$ cat config.mk
export PLATFORM = sky130hd
export DESIGN_NAME = integer_varint_serializer_core
export DESIGN_NICKNAME = d
export VERILOG_FILES = /design/src/hdl/ivs_pkg.sv /design/src/hdl/ivs_front.sv /design/src/hdl/ivs_queue.sv /design/src/hdl/ivs_back.sv /design/src/hdl/integer_varint_serializer_core.sv
export SDC_FILE = /design/constraint.sdc
export NUM_CORES = 1
export LEC_CHECK = 0
export ABC_AREA = 1
export BUFFER_PORTS_ARGS = -buffer_cell sky130_fd_sc_hd__buf_4
export CAP_MARGIN = 20
export CORE_MARGIN = 10
export CORE_UTILIZATION = 54
export CTS_CLUSTER_SIZE = 25
export DETAILED_ROUTE_END_ITERATION = 8
export PLACE_DENSITY = 0.9
export SLEW_MARGIN = 10
export SYNTH_ARGS = -nofsm -noshare
export SYNTH_HDL_FRONTEND = slang
export SYNTH_HIERARCHICAL = 1
export SYNTH_SLANG_ARGS = --single-unit
$ cat constraint.sdc
create_clock -name clk -period 3.63 [get_ports clk]
set_input_delay 0.1815 -clock clk [delete_from_list [all_inputs] [get_ports clk]]
set_output_delay 0.1815 -clock clk [all_outputs]
set_load 0.005 [all_outputs]
$ cat src/hdl/ivs_pkg.sv
// Shared types and constants for the integer varint serializer.
// Used by ivs_front, ivs_queue, ivs_back and the top level; no dependencies.
package ivs_pkg;

  // Format codes carried in cmd
  typedef enum logic [2:0] {
    CMD_FIX8   = 3'd0,
    CMD_FIX16  = 3'd1,
    CMD_FIX32  = 3'd2,
    CMD_FIX64  = 3'd3,
    CMD_VAR32  = 3'd4,
    CMD_VAR64  = 3'd5,
    CMD_ZZ32   = 3'd6,
    CMD_ZZ64   = 3'd7
  } cmd_t;

  // Configuration register indexes
  localparam logic REG_LITTLE_ENDIAN = 1'b0;

  localparam int QUEUE_DEPTH_DEFAULT = 2;

  localparam logic [7:0] VARINT_CONT = 8'h80;
  localparam logic [6:0] VARINT_MASK = 7'h7F;

  // One classified job handed from front to back
  typedef struct packed {
    logic        varint;   // 1: 7-bit groups, 0: fixed bytes
    logic [2:0]  nbytes_m1; // fixed formats: byte count minus one
    logic [63:0] word;     // pre-ordered payload, lowest bits go out first
  } job_t;

endpackage

$ cat src/hdl/ivs_front.sv
// Front end: holds the byte-order register and classifies incoming values.
// Depends on ivs_pkg; produces one job_t per accepted input transaction.
module ivs_front import ivs_pkg::*; (
  input  logic        clk,
  input  logic        rst,
  // configuration
  input  logic        psel,
  input  logic        penable,
  input  logic        pwrite,
  input  logic [2:0]  paddr,
  input  logic [31:0] pwdata,
  output logic [31:0] prdata,
  output logic        pready,
  // input value
  input  logic [2:0]  cmd,
  input  logic [63:0] value,
  output job_t        job
);

  logic        little_endian;
  logic [31:0] lo32;
  logic [31:0] zz32;
  logic [63:0] zz64;

  // Write the byte-order register
  always_ff @(posedge clk) begin
    if (rst) begin
      little_endian <= 1'b0;
    end else if (psel && penable && pwrite && (paddr[2] == REG_LITTLE_ENDIAN)) begin
      little_endian <= pwdata[0];
    end
  end

  assign pready = 1'b1;
  assign prdata = (paddr[2] == REG_LITTLE_ENDIAN) ? {31'd0, little_endian} : 32'd0;

  // Zigzag maps
  assign lo32 = value[31:0];
  assign zz32 = {lo32[30:0], 1'b0} ^ {32{lo32[31]}};
  assign zz64 = {value[62:0], 1'b0} ^ {64{value[63]}};

  // Classify and pre-order so the back end always shifts right
  always_comb begin
    job = '0;
    case (cmd_t'(cmd))
      CMD_FIX8: begin
        job.nbytes_m1 = 3'd0;
        job.word      = {56'd0, value[7:0]};
      end
      CMD_FIX16: begin
        job.nbytes_m1 = 3'd1;
        job.word      = little_endian ? {48'd0, value[15:0]}
                                      : {48'd0, value[7:0], value[15:8]};
      end
      CMD_FIX32: begin
        job.nbytes_m1 = 3'd3;
        job.word      = little_endian ? {32'd0, lo32}
                                      : {32'd0, value[7:0], value[15:8],
                                         value[23:16], value[31:24]};
      end
      CMD_FIX64: begin
        job.nbytes_m1 = 3'd7;
        job.word      = little_endian ? value
                                      : {value[7:0], value[15:8], value[23:16],
                                         value[31:24], value[39:32], value[47:40],
                                         value[55:48], value[63:56]};
      end
      CMD_VAR32: begin
        job.varint = 1'b1;
        job.word   = {32'd0, lo32};
      end
      CMD_VAR64: begin
        job.varint = 1'b1;
        job.word   = value;
      end
      CMD_ZZ32: begin
        job.varint = 1'b1;
        job.word   = {32'd0, zz32};
      end
      CMD_ZZ64: begin
        job.varint = 1'b1;
        job.word   = zz64;
      end
      default: begin
        job = '0;
      end
    endcase
  end

endmodule

$ cat src/hdl/ivs_queue.sv
// Short job queue between front and back; each side stalls on its own.
// Depends on ivs_pkg for job_t.
module ivs_queue import ivs_pkg::*; #(
  parameter int DEPTH = QUEUE_DEPTH_DEFAULT
) (
  input  logic clk,
  input  logic rst,
  input  logic wr_en,
  input  job_t wr_job,
  output logic full,
  input  logic rd_en,
  output job_t rd_job,
  output logic empty
);

  localparam int AW = (DEPTH > 1) ? $clog2(DEPTH) : 1;
  localparam int CW = $clog2(DEPTH + 1);
  localparam logic [AW-1:0] LAST_PTR = AW'(DEPTH - 1);
  localparam logic [CW-1:0] DEPTH_CNT = CW'(DEPTH);

  job_t          mem [DEPTH];
  logic [AW-1:0] wptr;
  logic [AW-1:0] rptr;
  logic [CW-1:0] count;

  assign full   = (count == DEPTH_CNT);
  assign empty  = (count == '0);
  assign rd_job = mem[rptr];

  // Store jobs
  always_ff @(posedge clk) begin
    if (wr_en) begin
      mem[wptr] <= wr_job;
    end
  end

  // Advance pointers and occupancy
  always_ff @(posedge clk) begin
    if (rst) begin
      wptr  <= '0;
      rptr  <= '0;
      count <= '0;
    end else begin
      if (wr_en) begin
        wptr <= (wptr == LAST_PTR) ? '0 : wptr + 1'b1;
      end
      if (rd_en) begin
        rptr <= (rptr == LAST_PTR) ? '0 : rptr + 1'b1;
      end
      if (wr_en && !rd_en) begin
        count <= count + 1'b1;
      end else if (rd_en && !wr_en) begin
        count <= count - 1'b1;
      end
    end
  end

endmodule

$ cat src/hdl/ivs_back.sv
// Back end: serializes one job into bytes, one output transaction per cycle while out_ready is high.
// Depends on ivs_pkg; pulls jobs from ivs_queue.
module ivs_back import ivs_pkg::*; (
  input  logic       clk,
  input  logic       rst,
  input  job_t       q_job,
  input  logic       q_empty,
  output logic       q_pop,
  output logic [7:0] out_byte,
  output logic       out_last,
  output logic       out_valid,
  input  logic       out_ready
);

  logic        busy;
  logic        varint;
  logic [2:0]  remain;
  logic [63:0] word;
  logic        more;
  logic        fire;

  // Varint continues while bits remain above the current group
  assign more      = (word[63:7] != 57'd0);
  assign out_last  = varint ? !more : (remain == 3'd0);
  assign out_byte  = varint ? ({1'b0, word[6:0] & VARINT_MASK} | (more ? VARINT_CONT : 8'h00))
                            : word[7:0];
  assign out_valid = busy;
  assign fire      = busy && out_ready;

  // Load the next job when idle or when the final byte leaves
  assign q_pop = !q_empty && (!busy || (fire && out_last));

  always_ff @(posedge clk) begin
    if (rst) begin
      busy <= 1'b0;
    end else if (q_pop) begin
      busy <= 1'b1;
    end else if (fire && out_last) begin
      busy <= 1'b0;
    end
  end

  // Shift out the word
  always_ff @(posedge clk) begin
    if (q_pop) begin
      varint <= q_job.varint;
      remain <= q_job.nbytes_m1;
      word   <= q_job.word;
    end else if (fire) begin
      remain <= remain - 1'b1;
      word   <= varint ? {7'd0, word[63:7]} : {8'd0, word[63:8]};
    end
  end

endmodule

$ cat src/hdl/integer_varint_serializer_core.sv
// Top level of the integer varint serializer: front, job queue and back.
// Depends on ivs_pkg, ivs_front, ivs_queue and ivs_back.
//
//  channel   | dir | handshake              | payload
//  ----------+-----+------------------------+-------------------------------------
//  s_axis    | in  | s_tvalid / s_tready    | s_tdata: cmd[2:0], value[66:3]
//  m_axis    | out | m_tvalid / m_tready    | m_tdata: out_byte[7:0]; m_tlast: last
//  apb       | in  | psel, penable, pready  | reg 0 at 0x0: little_endian
//
// A value has 1, 2, 4 or 8 bytes in fixed formats and 1 to 10 as a varint; the
// back-end serializer emits one byte a cycle while m_tready is high. A job passes
// the queue memory and the back-end word register before its first byte; the next
// job loads as the final byte leaves, so successive values' bytes run gapless.
// Synchronous reset clears the queue, the serializer and little_endian (big-endian).
// Input stalls only when the job queue is full; output stalls hold the byte.
module integer_varint_serializer_core import ivs_pkg::*; #(
  parameter int QUEUE_DEPTH = QUEUE_DEPTH_DEFAULT
) (
  input  logic        clk,
  input  logic        rst,
  input  logic        psel,
  input  logic        penable,
  input  logic        pwrite,
  input  logic [2:0]  paddr,
  input  logic [31:0] pwdata,
  output logic [31:0] prdata,
  output logic        pready,
  input  logic        s_tvalid,
  output logic        s_tready,
  input  logic [71:0] s_tdata,   // [2:0] cmd, [66:3] value, [71:67] zero
  input  logic        m_tready,
  output logic        m_tvalid,
  output logic [7:0]  m_tdata,   // [7:0] out_byte
  output logic        m_tlast
);

  job_t job_in;
  job_t job_out;
  logic q_full;
  logic q_empty;
  logic q_pop;

  assign s_tready = !q_full;

  ivs_front u_front (
    .clk     (clk),
    .rst     (rst),
    .psel    (psel),
    .penable (penable),
    .pwrite  (pwrite),
    .paddr   (paddr),
    .pwdata  (pwdata),
    .prdata  (prdata),
    .pready  (pready),
    .cmd     (s_tdata[2:0]),
    .value   (s_tdata[66:3]),
    .job     (job_in)
  );

  ivs_queue #(
    .DEPTH (QUEUE_DEPTH)
  ) u_queue (
    .clk    (clk),
    .rst    (rst),
    .wr_en  (s_tvalid && !q_full),
    .wr_job (job_in),
    .full   (q_full),
    .rd_en  (q_pop),
    .rd_job (job_out),
    .empty  (q_empty)
  );

  ivs_back u_back (
    .clk       (clk),
    .rst       (rst),
    .q_job     (job_out),
    .q_empty   (q_empty),
    .q_pop     (q_pop),
    .out_byte  (m_tdata),
    .out_last  (m_tlast),
    .out_valid (m_tvalid),
    .out_ready (m_tready)
  );

endmodule
* Word level (Yosys, flattened, before mapping) *
Memories as Yosys holds them, arrays and structs flattened. A register that Yosys moved wholly into a read port is not among the register bits.
Index checks and enable logic that the tools add are counted.
W data, S select, Z words.

word-level totals
  flip-flop bits (word level) = 74
  RAM bits = 136
  output and inout bits = 44
  logic and storage cells = 75
  memories kept = 1

operators by class
  add/subtract/negate cells = 5
  equality and inequality tests = 8
  muxes and demuxes = 25
  bitwise logic cells = 4
  reduce and logical (&&, ||, !) cells = 24

memories
  memory       words  width  rd ports  clocked after Yosys merged registers in  wr ports  RTL line         text
  u_queue.mem  2      68     1         1                                        1         ivs_queue.sv:21  job_t mem [DEPTH];

operators with widths
  cell                   number
  $pmux W64 S8           1
  $mux W64               3
  $xor A64 B64 Y64       1
  $mux W57               1
  $reduce_bool A57 Y1    1
  $mux W32               1
  $xor A32 B32 Y32       1
  $mux W16               1
  $mux W8                2
  $eq A3 B3 Y1 const B   4
  $mux W1                11
  $logic_and A1 B1 Y1    9
  $pmux W3 S3            1
  $or A7 B8 Y8           1
  $eq A3 B2 Y1 const B   2
  $logic_not A1 Y1       6
  $logic_not A3 Y1       2
  $mux W3                2
  $reduce_bool A2 Y1     3
  $mux W2                2
  $reduce_or A4 Y1       1
  $eq A3 B1 Y1 const B   1
  $sub A3 B1 Y3 const B  1
  $add A1 B1 Y1 const B  2
  other kinds (6)        6

* Logic depth before layout (Yosys ltp) *
  depth in word-level cells = 9
  depth in mapped cells = 20
  mapped depth without buffers = 19

* Modules after synthesis *
The synthesis kept the hierarchy.

by module, submodules not included
  module                          instances  cells each  area each (um^2)
  ivs_queue                       1          245         5,223.8
  ivs_back                        1          520         3,986.3
  ivs_front                       1          776         3,865.0
  integer_varint_serializer_core  1          3           13.8

* Least setup slack after synthesis *
No wires, ideal clock.

  path type = reg2reg
  start = register u_queue.count[1]
  end = memory u_queue/mem[0][0] in the netlist's numbering, enable pin
  arrival = 3,480 ps
  slack = -345 ps
  stages on the path, launching flop included = 6
  path buffers = 0
  period minus slack after synthesis = 3,975 ps
  cells stage by stage = dfxtp_1 -> inv_1 -> nor2_1 -> nor2_2 -> inv_1 -> nor2_1

on the way
  word-level cells in the longest chain between the ends = 5

ends and longest elaborated chain
  what                           RTL line                              text
  start: declaration             ivs_queue.sv:24                       logic [CW-1:0] count;
  start signal: assignment       ivs_queue.sv:51                       count <= count + 1'b1;
  start signal: assignment       ivs_queue.sv:53                       count <= count - 1'b1;
  $eq A2 B2 Y1                   ivs_queue.sv:26                       assign full = (count == DEPTH_CNT);
  via q_full                     integer_varint_serializer_core.sv:39  logic q_full;
  $logic_not A1 Y1               integer_varint_serializer_core.sv:65  .wr_en (s_tvalid && !q_full),
  $logic_and A1 B1 Y1            integer_varint_serializer_core.sv:65
  $mux W1                        ivs_queue.sv:32                       if (wr_en) begin
  $mux W1 (implied by the code)  ivs_queue.sv:33                       mem[wptr] <= wr_job;
  end: declaration               ivs_queue.sv:21

The timed path passes the listed nets, and every way through them passes these cells.

* Worst setup path after layout *
  start = register u_back.word[7]
  end = register u_back.word[23] (data pin)

on the way
  word-level cells in the longest chain between the ends = 7

ends and longest elaborated chain
  what                      RTL line        text
  start: declaration        ivs_back.sv:18  logic [63:0] word;
  start signal: assignment  ivs_back.sv:48  word <= q_job.word;
  start signal: assignment  ivs_back.sv:51  word <= varint ? {7'd0, word[63:7]} : {8'd0, word[63:8]};
  $reduce_bool A57 Y1       ivs_back.sv:23  assign more = (word[63:7] != 57'd0);
  $logic_not A1 Y1          ivs_back.sv:24  assign out_last = varint ? !more : (remain == 3'd0);
  $mux W1                   ivs_back.sv:24
  $logic_and A1 B1 Y1       ivs_back.sv:31  assign q_pop = !q_empty && (!busy || (fire && out_last));
  $logic_or A1 B1 Y1        ivs_back.sv:31
  $logic_and A1 B1 Y1       ivs_back.sv:31
  $mux W64                  ivs_back.sv:45  if (q_pop) begin

Every way passes these cells.
A chain may end at the register's enable or synchronous reset.

==> key figures <==
Timing
  • Slew margin rel.: 27.6%
  • Pins Over Slew Limit: 0
  • Fin crit share: 69.2%
  • Worst Tran Pin Value: 1.09 ns
  • Final setup skew: roughly 0.012 ns
  • Setup TNS: 0 ns
  • Fmax: 0.398 GHz
  • Unrepaired setup endpoints after global routing: false
  • Final-report setup violation count: 0
  • Final min period: between 2 and 3 ns
  • Hold violation count in the final report: 0

Clock tree
  • Reg clk slew, reported paths: 0.06 ns
  • # Post-CTS Setup Buffers: 0
  • Clk buf depth: 3
  • Total CTS buffers: 22
  • H-tree depth: 1
  • Worst skew pair latency: about 0.50 ns
  • # clock sinks: 211
  • Root Driver: clkbuf_16
  • TritonCTS clock tree: built

Global route
  • Initial antenna violation count: 0
  • First-pass GRT wire length: 56100 um
  • Total grt overflow: 0
  • Vias in the first global route: 10400
  • Largest net degree at the start of global routing: 69
  • Total GRT Usage: 22.6%

Yosys
  • Post-synth EDFFs: 204
  • Mapped Cells: 1544
  • Most common cell in the netlist: nand2_1
  • Synthesized cell area: 13100 um2
  • Commonest cells in the netlist: 450 x nand2_1, 204 x edfxtp_1, 195 x nor2_1
  • Ranking of synthesized cells by area: edfxtp_1 47%, nand2_1 13%, nor2_1 5.6%
  • FFs w/ async S/R, synth: 0%
  • Yosys reg bits: 211
  • Distinct cells, synth: 34
  • Yosys warning total: 6
  • Share of the synthesized area in the top cell type: 46.8%
  • Sequential area share after synthesis: a little under half
  • Syn_area_per_cell: 8.48 um2
  • Post-synth top area cell: edfxtp_1
  • Synth Flop Type: edfxtp_1

Cells and area
  • Register Area: 6270 um2
  • Fillers: 1945
  • Final net count: between 1500 and 2000
  • Area of the multi-input gates: 5820 um2
  • Share of cells above drive strength 1: between 10% and 20%
  • Area grow syn2layout: 10.2%
  • Finished Layout Cells: 1907
  • Antenna Cells: 0

Power and ir drop
  • PwrDens: about 690 nW/um2
  • Overall Power: 9990 uW
  • Leakage power: approximately 0.006 uW
  • Max VDD drop: 0.000616 V

Worst setup path
  • Worst path arrival time: approximately 2.9 ns
  • Critical path's top delay family: simple AND/OR/NAND/NOR gates
  • Max FO, Critical Path: 61
  • Slowest stage delay, CP: about 0.52 ns
  • Slowest-stage cell, CP: buf_4
  • Crit end category: flop
  • Crit path top cell by count: nand2_1
  • CP Data Required Time: around 4.0 ns
  • Worst Path Class, Setup: flop to flop
  • Worst path buffer plus inverter count: 2
  • Setup crit start kind: flop
  • Worst-path cell chain: inv_1 -> nand2_1 -> nor2_1 -> nand2_1 -> nor2_1 -> nand2_1 -> nand2_1 -> nand3_1 -> nand2_2 -> buf_4 -> nand3_1 -> nand2_1

Route
  • Initial DRC count: 1551
  • DR vias: 11000
  • Remaining DRCs: 0
  • Total Wirelength: 36600 um
  • DR vias/cell: about 5.8
  • Pre-Repair DR Iteration Count: 5
  • WL/cell: 19.2 um
  • Detail Route Antenna Nets: 0

Flow run
  • # Max-Cap Violations: 0

Floorplanning
  • Ports: about 160
  • Starting Density: a little under three fifths
  • Width of the chip: between 150 and 200 um
  • Core Area: 23700 um2
  • Row Count: 56
  • Die H: 176 um
  • DIE AREA: approximately 31000 um2

Hold path
  • HP Class: input pin to flop

Place
  • GP Congestion: 0.993
  • Hpwl dp: 25300 um
  • I/O Buffers: 87
  • DP Cell Count: 1867

Outcome
  • Status: complete, no violations
## power breakdown
part	leakage, uW	total (uW)	switching, uW	internal, uW
logic	0.00366	3530	2290	1250
registers	0.00203	4220	445	3770
clock network	0.000343	2240	881	1360
total	0.00603	9990	3610	6370
## metal layers
metal,global-route usage (%),vias to the layer above,wire [um],share of wire [%]
met5,0,-,0,0
met4,10.0,0,1640,4.5
met3,4.03,111,3980,11
met2,37.7,699,17700,48
met1,28.1,5135,13300,36
li1,-,5091,-,-
## stage by stage
stage / setup WS, ns / utilization, % / cell area, um2 / hold slack [ns]
after CTS: 1.12 / 60.9 / 14400 / 0.00710
after global routing: 0.971 / 60.9 / 14400 / 0.0563
after detailed placement: 1.14 / 57.7 / 13700 / 0.398
final: 1.12 / 60.9 / 14400 / 0.0370
after global placement: 1.16 / 57.7 / 13700 / 0.396
after floorplan: 0.396 / - / 13200 / 0.251
## cell families (layout without fill, tap and decap cells)
kind of cell / count (synthesis) / count (layout) / synth area share (%)
DFF: 211 / 211 / 47.9
other: 2 / 32 / 0.0574
and+or+nand+nor: 768 / 768 / 23.5
buffers and inverters: 234 / 248 / 8.67
AOI/OAI and AO/OA: 181 / 181 / 8.08
muxes: 68 / 68 / 6.42
adders and majority gates: 3 / 3 / 0.287
xor gates and xnor gates: 77 / 77 / 5.15
## placed cells by master (no fill, tap or decap), drive strengths merged
cell type	netlist	routed
nand4	1	1
clkinvlp	0	2
buf	93	103
xnor2	72	72
clkinv	1	7
o211ai	57	57
clkbuf	36	24
edfxtp	204	204
or2	8	8
xor2	5	5
dlygate4sd3	0	4
nor3	3	3
o21ai	110	110
nand2	452	452
a21oi	8	8
inv	104	105
mux2	68	68
bufinv	0	3
dfxtp	7	7
nand3	105	105
nor2	199	199
conb	2	32
a21boi	1	1
ha	3	3
o22ai	5	5
## state kept, by name, indices dropped and copies added, names as in the netlist, named ones only
| name | count |
|---|---|
| u_queue/wptr | 1 |
| u_back/out_valid | 1 |
| u_back/remain | 3 |
| u_queue/count | 2 |
| u_queue/rptr | 1 |
| u_back/word | 64 |
| u_back/varint | 1 |
| u_queue/mem | 136 |
| u_front/little_endian | 1 |
## layout make-up
type | instances | area share [%]
Sequential cell | 211 | 43.5
Multi-Input combinational cell | 1129 | 40.3
Timing Repair Buffer | 107 | 5.72
Clock buffer | 24 | 4.02
Tap cell | 319 | 2.77
Inverter | 105 | 2.73
Clock inverter | 12 | 0.963
## worst paths after layout
path / slack [ns] / from / cells after the start / to
worst max-delay path: 1.12 / u_back/word[7] / 12 / u_back/word[23]
worst min-delay path: 0.04 / paddr[2] / 3 / u_front/little_endian
worst max register to register: 1.12 / u_back/word[7] / 12 / u_back/word[23]
worst min register to register: 0.52 / u_queue/rptr / 2 / flop
## worst register-to-register path, cell delays in order (launching register included)
cell	delay (ns)
edfxtp_1	0.38
inv_1	0.13
nand2_1	0.09
nor2_1	0.14
nand2_1	0.08
nor2_1	0.28
nand2_1	0.12
nand2_1	0.09
nand3_1	0.08
nand2_2	0.08
buf_4	0.52
nand3_1	0.28
nand2_1	0.12
## repair_timing
item,in CTS,in global routing
endpoints found under the setup margin,0,0
hold buffers,4,0
gates resized for setup,0,0
hold endpoints to repair,7,0
Power figures use the tool's default switching activity.
